File: src/hw/rtl/itlv_pkg.sv
package itlv_pkg;

    localparam int MaxTokens = 512;
    localparam int SeenAw = $clog2(MaxTokens);
    localparam int SeenCw = $clog2(MaxTokens + 1);
    localparam int IndexCap = (MaxTokens - 1 < 511) ? (MaxTokens - 1) : 511;

    localparam logic [32:0] PosLimit = 33'h0_7FFF_FFFF;
    localparam logic [32:0] NegLimit = 33'h1_0000_0000 >> 1;
    localparam logic [3:0] CharSat = 4'd15;

    localparam logic [7:0] ChZero = 8'h30;
    localparam logic [7:0] ChNine = 8'h39;
    localparam logic [7:0] ChMinus = 8'h2D;

    typedef enum logic [2:0] {
        ST_OK = 3'd0,
        ST_FORMAT = 3'd1,
        ST_RANGE = 3'd2,
        ST_DUP = 3'd3,
        ST_FULL = 3'd4
    } t_status;

    // Classified token handed from the front part to the back part.
    typedef struct packed {
        logic [31:0] value;
        logic        parse_ok;
        t_status     status;
        logic        list_end;
    } t_token;

endpackage

File: src/hw/rtl/itlv_queue.sv
module itlv_queue (
    input  logic            i_clk,
    input  logic            i_rst_n,
    input  logic            i_valid,
    output logic            o_ready,
    input  itlv_pkg::t_token i_tok,
    output logic            o_valid,
    input  logic            i_ready,
    output itlv_pkg::t_token o_tok
);
    import itlv_pkg::*;

    t_token     r_mem [2];
    logic       r_wp, r_rp;
    logic [1:0] r_cnt;
    logic       push, pop;

    assign o_ready = r_cnt != 2'd2;
    assign o_valid = r_cnt != 2'd0;
    assign o_tok = r_mem[r_rp];
    assign push = i_valid && o_ready;
    assign pop = o_valid && i_ready;

    always_ff @(posedge i_clk) begin
        if (push) begin
            r_mem[r_wp] <= i_tok;
        end
    end

    always_ff @(posedge i_clk) begin
        if (!i_rst_n) begin
            r_wp <= 1'b0;
            r_rp <= 1'b0;
            r_cnt <= '0;
        end else begin
            if (push) r_wp <= !r_wp;
            if (pop) r_rp <= !r_rp;
            r_cnt <= r_cnt + {1'b0, push} - {1'b0, pop};
        end
    end
endmodule

File: config.mk
export PLATFORM = sky130hd
export DESIGN_NAME = itlv_queue
export DESIGN_NICKNAME = d
export VERILOG_FILES = /design/src/hw/rtl/itlv_pkg.sv /design/src/hw/rtl/itlv_queue.sv
export SDC_FILE = /design/constraint.sdc
export NUM_CORES = 1
export LEC_CHECK = 0
export BUFFER_PORTS_ARGS = -buffer_cell sky130_fd_sc_hd__buf_4
export CORE_UTILIZATION = 35
export DETAILED_ROUTE_END_ITERATION = 10
export GPL_TIMING_DRIVEN = 1
export PLACE_DENSITY = 0.64
export SYNTH_ARGS = -nofsm -noshare
export SYNTH_HDL_FRONTEND = slang
export SYNTH_SLANG_ARGS = --single-unit
File: constraint.sdc
create_clock -name i_clk -period 3.1 [get_ports i_clk]
set_clock_uncertainty 0.05 [all_clocks]
set_input_delay 0.155 -clock i_clk [delete_from_list [all_inputs] [get_ports i_clk]]
set_output_delay 0.155 -clock i_clk [all_outputs]
set_load 0.02 [all_outputs]
Word-level counts from Yosys, hierarchy flattened
Memories as Yosys holds them, arrays and structs flattened. A register that Yosys moved wholly into a read port is not among the register bits.
Index checks and enable logic that the tools add are counted.

word-level totals
  flip-flop bits (word level) = 4
  memory bits (writable) = 74
  input bits = 41
  memories = 1

memories
  name   depth  bits a word  read ports  clocked after Yosys merged registers in  wr ports  line              source
  r_mem  2      37           1           1                                        1         itlv_queue.sv:13  t_token r_mem [2];

operators by class
  $add $sub $neg = 2
  equal/unequal tests = 1
  multiplexer cells = 4
  reduce and logical (&&, ||, !) cells = 5

operators with widths
  cell                  number
  $mux W1               4
  $add A2 B1 Y2         1
  $logic_and A1 B1 Y1   2
  $logic_not A1 Y1      2
  $ne A2 B2 Y1 const B  1
  $reduce_bool A2 Y1    1
  $sub A2 B1 Y2         1

Depth between registers and ports, before layout
  word-level depth = 4
  depth in mapped cells = 6
  mapped depth without buffers = 6

Worst setup path before layout
No wires, ideal clock.

  kind = register -> register
  from = register r_cnt[0]
  to = memory r_mem[1][0] (netlist name), enable pin
  library setup time = 398 ps
  arrival = 1673 ps
  setup slack = 979 ps
  cell stages (with the launch flop) = 3
  buffers on the path = 0
  path through = dfxtp_1 > nand2b_1 > and3_1

between the ends
  cells in the longest elaborated chain, start to end = 4

RTL lines
  element                        line              source
  from (decl)                    itlv_queue.sv:15  logic [1:0] r_cnt;
  from (signal assigned)         itlv_queue.sv:38  r_cnt <= r_cnt + {1'b0, push} - {1'b0, pop};
  $ne A2 B2 Y1                   itlv_queue.sv:18  assign o_ready = r_cnt != 2'd2;
  net o_ready                    itlv_queue.sv:5   output logic o_ready,
  $logic_and A1 B1 Y1            itlv_queue.sv:21  assign push = i_valid && o_ready;
  $mux W1                        itlv_queue.sv:25  if (push) begin
  $mux W1 (not written as such)  itlv_queue.sv:26  r_mem[r_wp] <= i_tok;
  to (decl)                      itlv_queue.sv:13

The timed path passes the listed nets, and every way through them passes these cells.

==> out/results.txt <==
Status: finished clean
Switching Power: 0.7870 mW
Slew at the pin with the worst max-slew slack: 0.9224 ns
Crit Path Max Fanout: 37
Setup crit end kind: primary output
Initial DRC Count: 79
R2R Path End: r_mem[1][36]$_DFFE_PP_
RR Startpoint: r_cnt[0]$_SDFF_PN0_
Final Core Density: 0.5208
Post-synth net total: 187
Die width: 93.78 µm
Fin Setup TNS: 0 ns
Sw frac: 0.2665
Sequential cell area: 2323 µm²
First-pass GRT wire length: 8307 µm
Worst hold path cell count: 3
Initial Util: 0.3606
HP Class: input pin to register
Main area contributors after synthesis: edfxtp_1 (75%), mux2_1 (14%), dfxtp_1 (3.4%)
Ant diodes: 0
Area occupied by multi-input gates: 580.6 µm²
Fin crit period: 2.072 ns
Final worst path period share: 0.6683
Final Max Slew Viols: 0
Max Cap Violations: 0
CTS Buf Count: 9
#FFs+latches synth: 79
Share of cells above drive strength 1: 0.3577
RSZ-0062 raised after global routing: no
Reg power frac: 0.467
Largest net degree at the start of global routing: 38
P_int: 2.166 mW
CTS sink count: 79
Pre-antenna DRT Iters: 4
GRT Resource Usage Total: 0.1301
Area leader, netlist: edfxtp_1
Fmax: 482.7 MHz
Critical path launch point type: register
Post-synth top area share: 0.7538
Clock Tree Root: clkbuf_8
Vias/cell: 4.441
GRT overflow: 0
Post-synth top flop: edfxtp_1
Combinational fraction of design power: 0.234
P&R area growth vs syn: 44.44%
PwrDens: 693.6 nW/µm²
Synthesized cell area: 2948 µm²
Seq/Total Area, Yosys: 0.7878
NumNets Final: 312
IR drop worst, VDD: 0.2876 mV
Initial antenna violation count: 0
# setup viols final: 0
Core Area: 8175 µm²
Routed wire length: 5471 µm
DRC viols: 0
Die height: 93.78 µm
Number of global-route vias before repair: 1764
Reg2reg setup slack: 1.26 ns
EDFF count, synth: 74
Synthesized instance count: 145
Ports: 80
Syn_area_per_cell: 20.33 µm²
Worst-Skew Late Latency: 0.33 ns
Reg clk slew, reported paths: 0.07 ns
Routability cong.: 0.7282
Vias: 1683
Filler instances: 675
WL/cell: 14.44 µm
Worst EP required: 2.89 ns
Detailed Place HPWL: 3262 µm
Routed Antenna Nets: 0
Slew HR: 0.3850
Clk pwr share: 0.299
Post-CTS setup buffers: 0
Hold_sp: i_valid
Worst hold endpoint: r_wp$_SDFFE_PN0P_
H-tree Lvls: 3
CTS tree: done
Worst EP arrival: 1.87 ns
Yosys warnings: 0
Final hold viol count: 0
R2r worst-path depth: 2
Critical path class: register to primary output
Max clock buf depth: 2
Rows: 33
Pleak: 1.616 nW
Asr flop ratio synth: 0
Die area: 8794 µm²
Synth unique cells: 25
I/O Buffers: 79
==> routing by layer <==
| layer | GRT usage | wire length (µm) | up-vias |
|---|---|---|---|
| met3 | 0.02832 | 271 | 9 |
| met2 | 0.2153 | 2693 | 52 |
| met1 | 0.1527 | 2404 | 812 |
| met5 | 0 | 0 | - |
| li1 | - | - | 810 |
| met4 | 0.08333 | 102 | 0 |
==> through the flow <==
stage / instance area [µm²] / setup slack, ns / hold WS [ns] / power [mW] / cells
4_1_cts: 4258 / 0.9801 / 0.08818 / 2.989 / 379
3_3_place_gp: 3643 / 1.241 / 0.2904 / 2.061 / 326
3_5_place_dp: 3643 / 1.222 / 0.2928 / 2.066 / 326
2_1_floorplan: 2948 / 0.9787 / 0.2039 / 1.785 / 145
5_1_grt: 4258 / 0.9054 / 0.1014 / 3.084 / 379
6_report: 4258 / 1.028 / 0.1041 / 2.953 / 379
==> cell families after synthesis <==
family | after synthesis | synth area share
adders and majority gates | 1 | 0.004244
buffers and inverters | 6 | 0.01570
and+or+nand+nor | 15 | 0.03311
AOI/OAI and AO/OA | 6 | 0.01485
xor gates and xnor gates | 1 | 0.002972
muxes | 37 | 0.1413
DFF | 79 | 0.7878
==> worst max-delay path, cell delays in order, from the launching register on <==
cell and delay, ns:
dfxtp_2 0.92, mux2_1 0.41, buf_4 0.16
==> cell usage after synthesis (2+ instances only) <==
cell type and number:
edfxtp_1 74, mux2_1 37, dfxtp_1 5, nor2_1 4, buf_6 3, and3_1 2, inv_1 2
==> repair_timing <==
action / 4_1_cts / 5_1_grt
hold buffers: 38 / 0
gates resized for setup: 0 / 0
hold endpoints to repair: 75 / 0
==> sequential cells by signal, summed over array words and instances, names as in the netlist, named ones only <==
signal	cells
r_wp	1
r_cnt	2
r_mem	74
r_rp	1
==> worst max path at each step <==
stage | slack, ns | cells after the start | start | end
4_1_cts | 0.98 | 2 | register | o_tok[10]
2_1_floorplan | 0.98 | 2 | r_cnt[0]$_SDFF_PN0_ | r_mem[1][0]$_DFFE_PP_
3_3_place_gp | 1.24 | 2 | r_cnt[0]$_SDFF_PN0_ | r_mem[1][18]$_DFFE_PP_
3_5_place_dp | 1.22 | 2 | r_cnt[0]$_SDFF_PN0_ | r_mem[1][22]$_DFFE_PP_
6_report | 1.03 | 2 | register | o_tok[10]
5_1_grt | 0.91 | 2 | register | o_tok[8]
==> cell usage in the layout, fill, tap and decap left out, types with 2 or more instances in the layout <==
cell / synthesis / final
buf_4: 0 / 80
nor2_1: 4 / 4
mux2_1: 37 / 37
clkbuf_8: 0 / 9
bufinv_16: 0 / 3
dlygate4sd3_1: 0 / 38
dfxtp_1: 5 / 4
edfxtp_1: 74 / 74
inv_1: 2 / 2
==> power groups by stage <==
stage / clock (mW) / combinational [mW] / sequential (mW)
2_1_floorplan: 0 / 0.442 / 1.34
3_3_place_gp: 0 / 0.659 / 1.40
3_5_place_dp: 0 / 0.659 / 1.41
4_1_cts: 0.905 / 0.701 / 1.38
5_1_grt: 0.942 / 0.744 / 1.40
6_report: 0.882 / 0.692 / 1.38
==> layout make-up <==
type,instances,area share
clock buffers,9,0.02909
clock inverters,6,0.02586
inverters,2,0.001763
multi-input cells,60,0.1364
flip-flops and latches,79,0.5457
well taps,105,0.03086
repair buffers,118,0.2304
No activity file was read; power rests on OpenSTA's default activity.
