$ cat src/hw/rtl/itlv_pkg.sv
package itlv_pkg;

    localparam int MaxTokens = 512;
    localparam int SeenAw = $clog2(MaxTokens);
    localparam int SeenCw = $clog2(MaxTokens + 1);
    localparam int IndexCap = (MaxTokens - 1 < 511) ? (MaxTokens - 1) : 511;

    localparam logic [32:0] PosLimit = 33'h0_7FFF_FFFF;
    localparam logic [32:0] NegLimit = 33'h1_0000_0000 >> 1;
    localparam logic [3:0] CharSat = 4'd15;

    localparam logic [7:0] ChZero = 8'h30;
    localparam logic [7:0] ChNine = 8'h39;
    localparam logic [7:0] ChMinus = 8'h2D;

    typedef enum logic [2:0] {
        ST_OK = 3'd0,
        ST_FORMAT = 3'd1,
        ST_RANGE = 3'd2,
        ST_DUP = 3'd3,
        ST_FULL = 3'd4
    } t_status;

    // Classified token handed from the front part to the back part.
    typedef struct packed {
        logic [31:0] value;
        logic        parse_ok;
        t_status     status;
        logic        list_end;
    } t_token;

endpackage

$ cat src/hw/rtl/itlv_front.sv
module itlv_front (
    input  logic            i_clk,
    input  logic            i_rst_n,
    input  logic            i_valid,
    output logic            o_ready,
    input  logic [7:0]      i_ch,
    input  logic            i_token_end,
    input  logic            i_list_end,
    output logic            o_tok_valid,
    input  logic            i_tok_ready,
    output itlv_pkg::t_token o_tok
);
    import itlv_pkg::*;

    logic [3:0]  r_count;
    logic        r_neg;
    logic        r_lz;
    logic        r_fbad;
    logic [32:0] r_mag;
    logic        r_rbad;

    logic [3:0]  n_count;
    logic        n_neg, n_lz, n_fbad, n_rbad;
    logic [32:0] n_mag;
    logic [36:0] mul;
    logic        is_digit, first_digit, has_digit;
    logic [32:0] limit;

    // Hold input while the queue is full and this char ends a token.
    assign o_ready = !i_token_end || i_tok_ready;
    assign o_tok_valid = i_valid && i_token_end;

    always_comb begin
        n_count = r_count;
        n_neg = r_neg;
        n_lz = r_lz;
        n_fbad = r_fbad;
        n_mag = r_mag;
        n_rbad = r_rbad;
        is_digit = (i_ch >= ChZero) && (i_ch <= ChNine);
        first_digit = (r_count < CharSat) && (r_count == {3'd0, r_neg});
        mul = {1'b0, r_mag, 3'd0} + {3'd0, r_mag, 1'b0} + {29'd0, i_ch - ChZero};
        if (r_count == 4'd0 && i_ch == ChMinus) begin
            n_neg = 1'b1;
        end else if (is_digit) begin
            if (first_digit) begin
                n_lz = (i_ch == ChZero);
            end else if (r_lz) begin
                n_fbad = 1'b1;
            end
            if (!r_rbad) begin
                if (mul > {4'd0, NegLimit}) begin
                    n_rbad = 1'b1;
                end else begin
                    n_mag = mul[32:0];
                end
            end
        end else begin
            n_fbad = 1'b1;
        end
        if (r_count < CharSat) begin
            n_count = r_count + 4'd1;
        end
        has_digit = n_count > {3'd0, n_neg};
        limit = n_neg ? NegLimit : PosLimit;
        o_tok.list_end = i_list_end;
        o_tok.value = n_neg ? (32'd0 - n_mag[31:0]) : n_mag[31:0];
        o_tok.parse_ok = 1'b0;
        if (n_fbad || !has_digit) begin
            o_tok.status = ST_FORMAT;
        end else if (n_rbad || n_mag > limit) begin
            o_tok.status = ST_RANGE;
        end else begin
            o_tok.status = ST_OK;
            o_tok.parse_ok = 1'b1;
        end
    end

    always_ff @(posedge i_clk) begin
        if (!i_rst_n) begin
            r_count <= '0;
            r_neg <= 1'b0;
            r_lz <= 1'b0;
            r_fbad <= 1'b0;
            r_mag <= '0;
            r_rbad <= 1'b0;
        end else if (i_valid && o_ready) begin
            if (i_token_end) begin
                r_count <= '0;
                r_neg <= 1'b0;
                r_lz <= 1'b0;
                r_fbad <= 1'b0;
                r_mag <= '0;
                r_rbad <= 1'b0;
            end else begin
                r_count <= n_count;
                r_neg <= n_neg;
                r_lz <= n_lz;
                r_fbad <= n_fbad;
                r_mag <= n_mag;
                r_rbad <= n_rbad;
            end
        end
    end
endmodule

$ cat config.mk
export PLATFORM = sky130hd
export DESIGN_NAME = itlv_front
export DESIGN_NICKNAME = d
export VERILOG_FILES = /design/src/hw/rtl/itlv_pkg.sv /design/src/hw/rtl/itlv_front.sv
export SDC_FILE = /design/constraint.sdc
export NUM_CORES = 1
export LEC_CHECK = 0
export BUFFER_PORTS_ARGS = -buffer_cell sky130_fd_sc_hd__buf_2
export CAP_MARGIN = 20
export CORE_UTILIZATION = 40
export DETAILED_ROUTE_END_ITERATION = 6
export PLACE_DENSITY_LB_ADDON = 0.15
export RECOVER_POWER = 50
export SLEW_MARGIN = 15
export SYNTH_ARGS = -nofsm -noshare
export SYNTH_HDL_FRONTEND = slang
export SYNTH_SLANG_ARGS = --single-unit
export TNS_END_PERCENT = 1
$ cat constraint.sdc
create_clock -name i_clk -period 10.55 [get_ports i_clk]
set_input_delay 2.6375 -clock i_clk [delete_from_list [all_inputs] [get_ports i_clk]]
set_output_delay 2.6375 -clock i_clk [all_outputs]
set_load 0.005 [all_outputs]
Yosys cells after proc, flatten, opt, wreduce, memory -nomap -nowiden
Index checks and enable logic that the tools add are counted.

Add/subtract/negate cells: 5. Multiply operators: 0. Div/mod/pow operators: 0. $lt $le $gt $ge: 6. Equal/unequal tests: 4. Shift-type cells: 0. Multiplexer cells: 29. Bitwise logic cells: 0. Reductions and logical operators: 14.

Operators by type and width (count): 33-bit 2-to-1 mux (5); 32-bit 2-to-1 mux (2); 36-bit by 34-bit adder with 37-bit output (1); 37-bit by 8-bit adder with 37-bit output (1); 37-bit by 32-bit greater-than comparator with 1-bit output (second input constant) (1); 33-bit by 32-bit greater-than comparator with 1-bit output (1); 1-bit by 32-bit subtractor with 32-bit output (first input constant) (1); 1-bit 2-to-1 mux (18); 8-bit by 6-bit == test with 1-bit output (second input constant) (2); 8-bit by 6-bit >= comparator with 1-bit output (second input constant) (1); 8-bit by 6-bit <= comparator with 1-bit output (second input constant) (1); 4-bit 2-to-1 mux (2); 8-bit by 6-bit subtractor with 8-bit output (second input constant) (1); 1-bit logical AND (5); 4-bit by 1-bit adder with 4-bit output (second input constant) (1); 4-bit by 1-bit == test with 1-bit output (1); 4-bit by 1-bit greater-than comparator with 1-bit output (1); 4-bit logical NOT (1); 4-bit less-than comparator (second input constant) (1); 2-bit 2-to-1 mux (2); 4-bit AND reduction (1); 2-bit nonzero test (2); 1-bit logical OR (3); 1-bit logical NOT (2); 2-bit inequality test (second input constant) (1).

Flip-flop bits (word level): 41. Latch bits: 0. Memory bits (writable): 0. ROM bits: 0. Output and inout port bits: 39. Memories: 0.

Depth between registers and ports, before layout
Depth in word-level cells: 11. Mapped depth: 32. Depth with buffers taken out: 29.

Worst setup path after synthesis
OpenSTA, ideal clock, no wires.

Kind: in2out. Start point: input i_ch[5]. End point: output o_tok[4] (netlist name). Data arrival time: 8.442 ns. Required time: 7.913 ns. Path slack: -0.530 ns. Cell stages on the path: 28. Cell sequence: a21oi_1 -> xor2_1 -> fa_1 -> ha_1 -> clkbuf_1 -> a21oi_1 -> a211o_1 -> a21oi_1 -> mux2i_1 -> nand3_1 -> or4_1 -> o41ai_4 -> nand2_2 -> buf_2 -> mux2i_1 -> inv_1 -> ha_1 -> nor2b_1 -> o2111ai_1 -> a21oi_1 -> o311ai_0 -> o211ai_1 -> a21oi_1 -> o21ai_0 -> a21oi_1 -> o21ai_0 -> o21a_1 -> nor4_1.

RTL lines: from (decl) (line itlv_front.sv:6) `input logic [7:0] i_ch,`; to (decl) (line itlv_front.sv:11) `output itlv_pkg::t_token o_tok`.

==> impl_metrics.toml <==
[synth]
ys.flop_type = "dfxtp_1"
yosys_warnings = 0
yosys.area.top_type = "ha_1"
avgSynthCellArea_um2 = 7.43
ys_async_sr_fraction = 0
syn_area_mm2 = 0.00699
synth_edf_count = 0
yosys-top-cells-count = "ha_1 (99), nand2_1 (83), a21oi_1 (67)"
synth_most_common_cell = "ha_1"
synth-seq-cells = 41
ys_types = 77
synth.area.top_cells = "ha_1 (18%), dfxtp_1 (12%), mux2i_1 (6.2%), xnor2_1 (4.9%), a21oi_1 (4.8%)"
seq_area_frac_synth = 0.117
syn_inst = 941
synth_top_area_frac = 0.177
syn-num-nets = 1060

[worst_setup_path]
cp_data_arrival_time_ps = 8640
worstPathRequired_ps = 7910
critPathMaxFanout = 19
path_class = "in -> out"
slowest_delay_ps = 460
worstSetupEndpointType = "primary output"
start_kind = "primary input"
crit_slowest_cell = "fa_1"
cpMostUsedCell = "a21oi_1"

[floorplanning]
num_rows = 47
dieArea_mm2 = 0.0180
fp.coreArea_mm2 = 0.0168
die_h_um = 134
initial_core_util = 0.416
fp.dieW_um = 134
pin_count = 53

[final_layout]
final_area_mm2 = 0.00888
fillers = 1734
num-nets-final = 1215
syn_to_final_growth_pct = 27.0
drive_above_1_share = 0.239
fin_util = 0.528
regArea_um2 = 821
n_antenna_cell = 0
multiInputGateArea_mm2 = 0.00604

[route]
ant_nets = 0
drt_iter0_markers = 454
wire_per_inst_um = 18.1
wl_um = 23800
vias_per_cell = 5.75
firstDrtPassIters = 5
drc_errors = 0
num_vias = 7578

[timing]
fin_crit_sh = 1.07
tightestPinTransition_ps = 2040
maxSlewViolCount = 39
hold_viol_final = 0
post-route-min-period_ps = 11280
hold_slack_ps = 490
fin_ws_ps = -732
skew_ps = 4.21
relSlewSlack = -0.358
fmax_mhz = 88.6
rsz0062_at_grt = "true"
setup_violations = 14

[clock_network]
root_buffer = "clkbuf_16"
ctsHtreeMaxLevel = 2
cts_tree = "built"
cts_buffers = 5
ctsLongestPathBuffers = 2
clkLatencyLatePin_ps = 290
clock_sinks = 41
clk_pin_slew_worst_paths_ps = 70

[hold_path]
hold_class = "reg -> reg"

[place]
place_area_mm2 = 0.00858
numPortBuffers = 49
pre_cts_slack_ps = -773
dpl.hpwl_um = 18900
place_congestion = 0.920

[outcome]
status = "finished with violations"
failed_checks = "capacitance limit, slew limit, setup timing"

[global_routing]
overflow = 0
grt_usage = 0.268
grt_max_degree = 41
antenna_found_initial = 0
grt_pass1_vias = 7327
grt_pass1_wl_um = 38000

[pwr]
power_density_mw_per_mm2 = 50.1
leakagePower_uw = 0.00471
vdd_drop_max_uv = 64.9
power_uw = 444

[run]
maxCapViolCount = 1
-- stage by stage --
| step | cells | TNS [ps] |
|---|---|---|
| 2_1_floorplan | 941 | -69.9 |
| 3_3_place_gp | 1308 | -7470 |
| 3_5_place_dp | 1308 | -7160 |
| 4_1_cts | 1316 | -6520 |
| 5_1_grt | 1317 | -9540 |
| 6_report | 1317 | -4870 |
-- path summary, 6_finish.rpt --
kind / start / to / slack, ps / cells past startpoint
worst min-delay path: r_lz / r_lz / 490 / 2
worst max register to register: r_mag[2] / r_mag[31] / 5490 / 19
worst min register to register: r_lz / r_lz / 490 / 2
worst max-delay path: i_ch[5] / o_tok[2] / -730 / 31
-- layer usage --
metal	routed length, um	track usage	part of all wire
met5	0	0	0
met4	584	0.0836	0.025
met3	1120	0.0234	0.047
met2	11100	0.455	0.46
met1	11100	0.359	0.46
-- registers in the layout (all words and copies together), names as in the netlist --
register  count
r_rbad        1
r_neg         1
r_lz          1
r_count       4
r_fbad        1
r_mag        33
-- report_power, final --
part | internal, uW | total (uW) | leakage (uW) | switching, uW
Clock | 137 | 216 | 0.0000944 | 78.9
Sequential | 155 | 157 | 0.000331 | 1.13
Combinational | 30.7 | 72.1 | 0.00429 | 41.3
-- layout by cell type, fill, tap and decap left out, drive strengths merged, types with 17 or more instances in the layout --
cell type,count
a21o,24
a21oi,67
and2,33
buf,192
dfxtp,41
ha,99
inv,50
mux2i,43
nand2,84
nand3,26
nand4,25
nor2,57
nor3,22
nor4,17
o21ai,72
xnor2,39
xor2,21
-- logic make-up (layout without fill, tap and decap cells) --
| logic type | count (synthesis) | in the layout | synth area share |
|---|---|---|---|
| AOI/OAI and AO/OA | 258 | 258 | 0.239 |
| buffers and inverters | 98 | 254 | 0.0578 |
| muxes | 54 | 54 | 0.0798 |
| DFF | 41 | 41 | 0.117 |
| xor gates and xnor gates | 60 | 60 | 0.0752 |
| other | 1 | 1 | 0.000536 |
| adders and majority gates | 105 | 105 | 0.194 |
| and+or+nand+nor | 324 | 324 | 0.236 |
-- worst max-delay path: cells and delay by family --
kind	cells	cell delay, ps
multiplexers	1	170
adder cells (fa/ha/maj)	3	1090
AND/OR/NAND/NOR	6	1030
XOR/XNOR	1	240
AO/OA/AOI/OAI	15	2740
buffers and inverters	5	710
-- repair_timing --
action / CTS / global route
gates resized for setup: 3 / 17
gates cloned: 0 / 0
endpoints found under the setup margin: 15 / 17
buffers inserted: 0 / 1
hold buffers: 0 / 0
pin swaps: 1 / 4
-- layout make-up --
type                       instances  share of cell area
multi-input combinational        802               0.680
timing repair buffer             197               0.153
sequential                        41              0.0925
tap                              220              0.0310
inverter                          49              0.0210
clock buffer                       5              0.0141
clock inverter                     3             0.00775
Note: power is estimated with default switching activity, not from simulation.
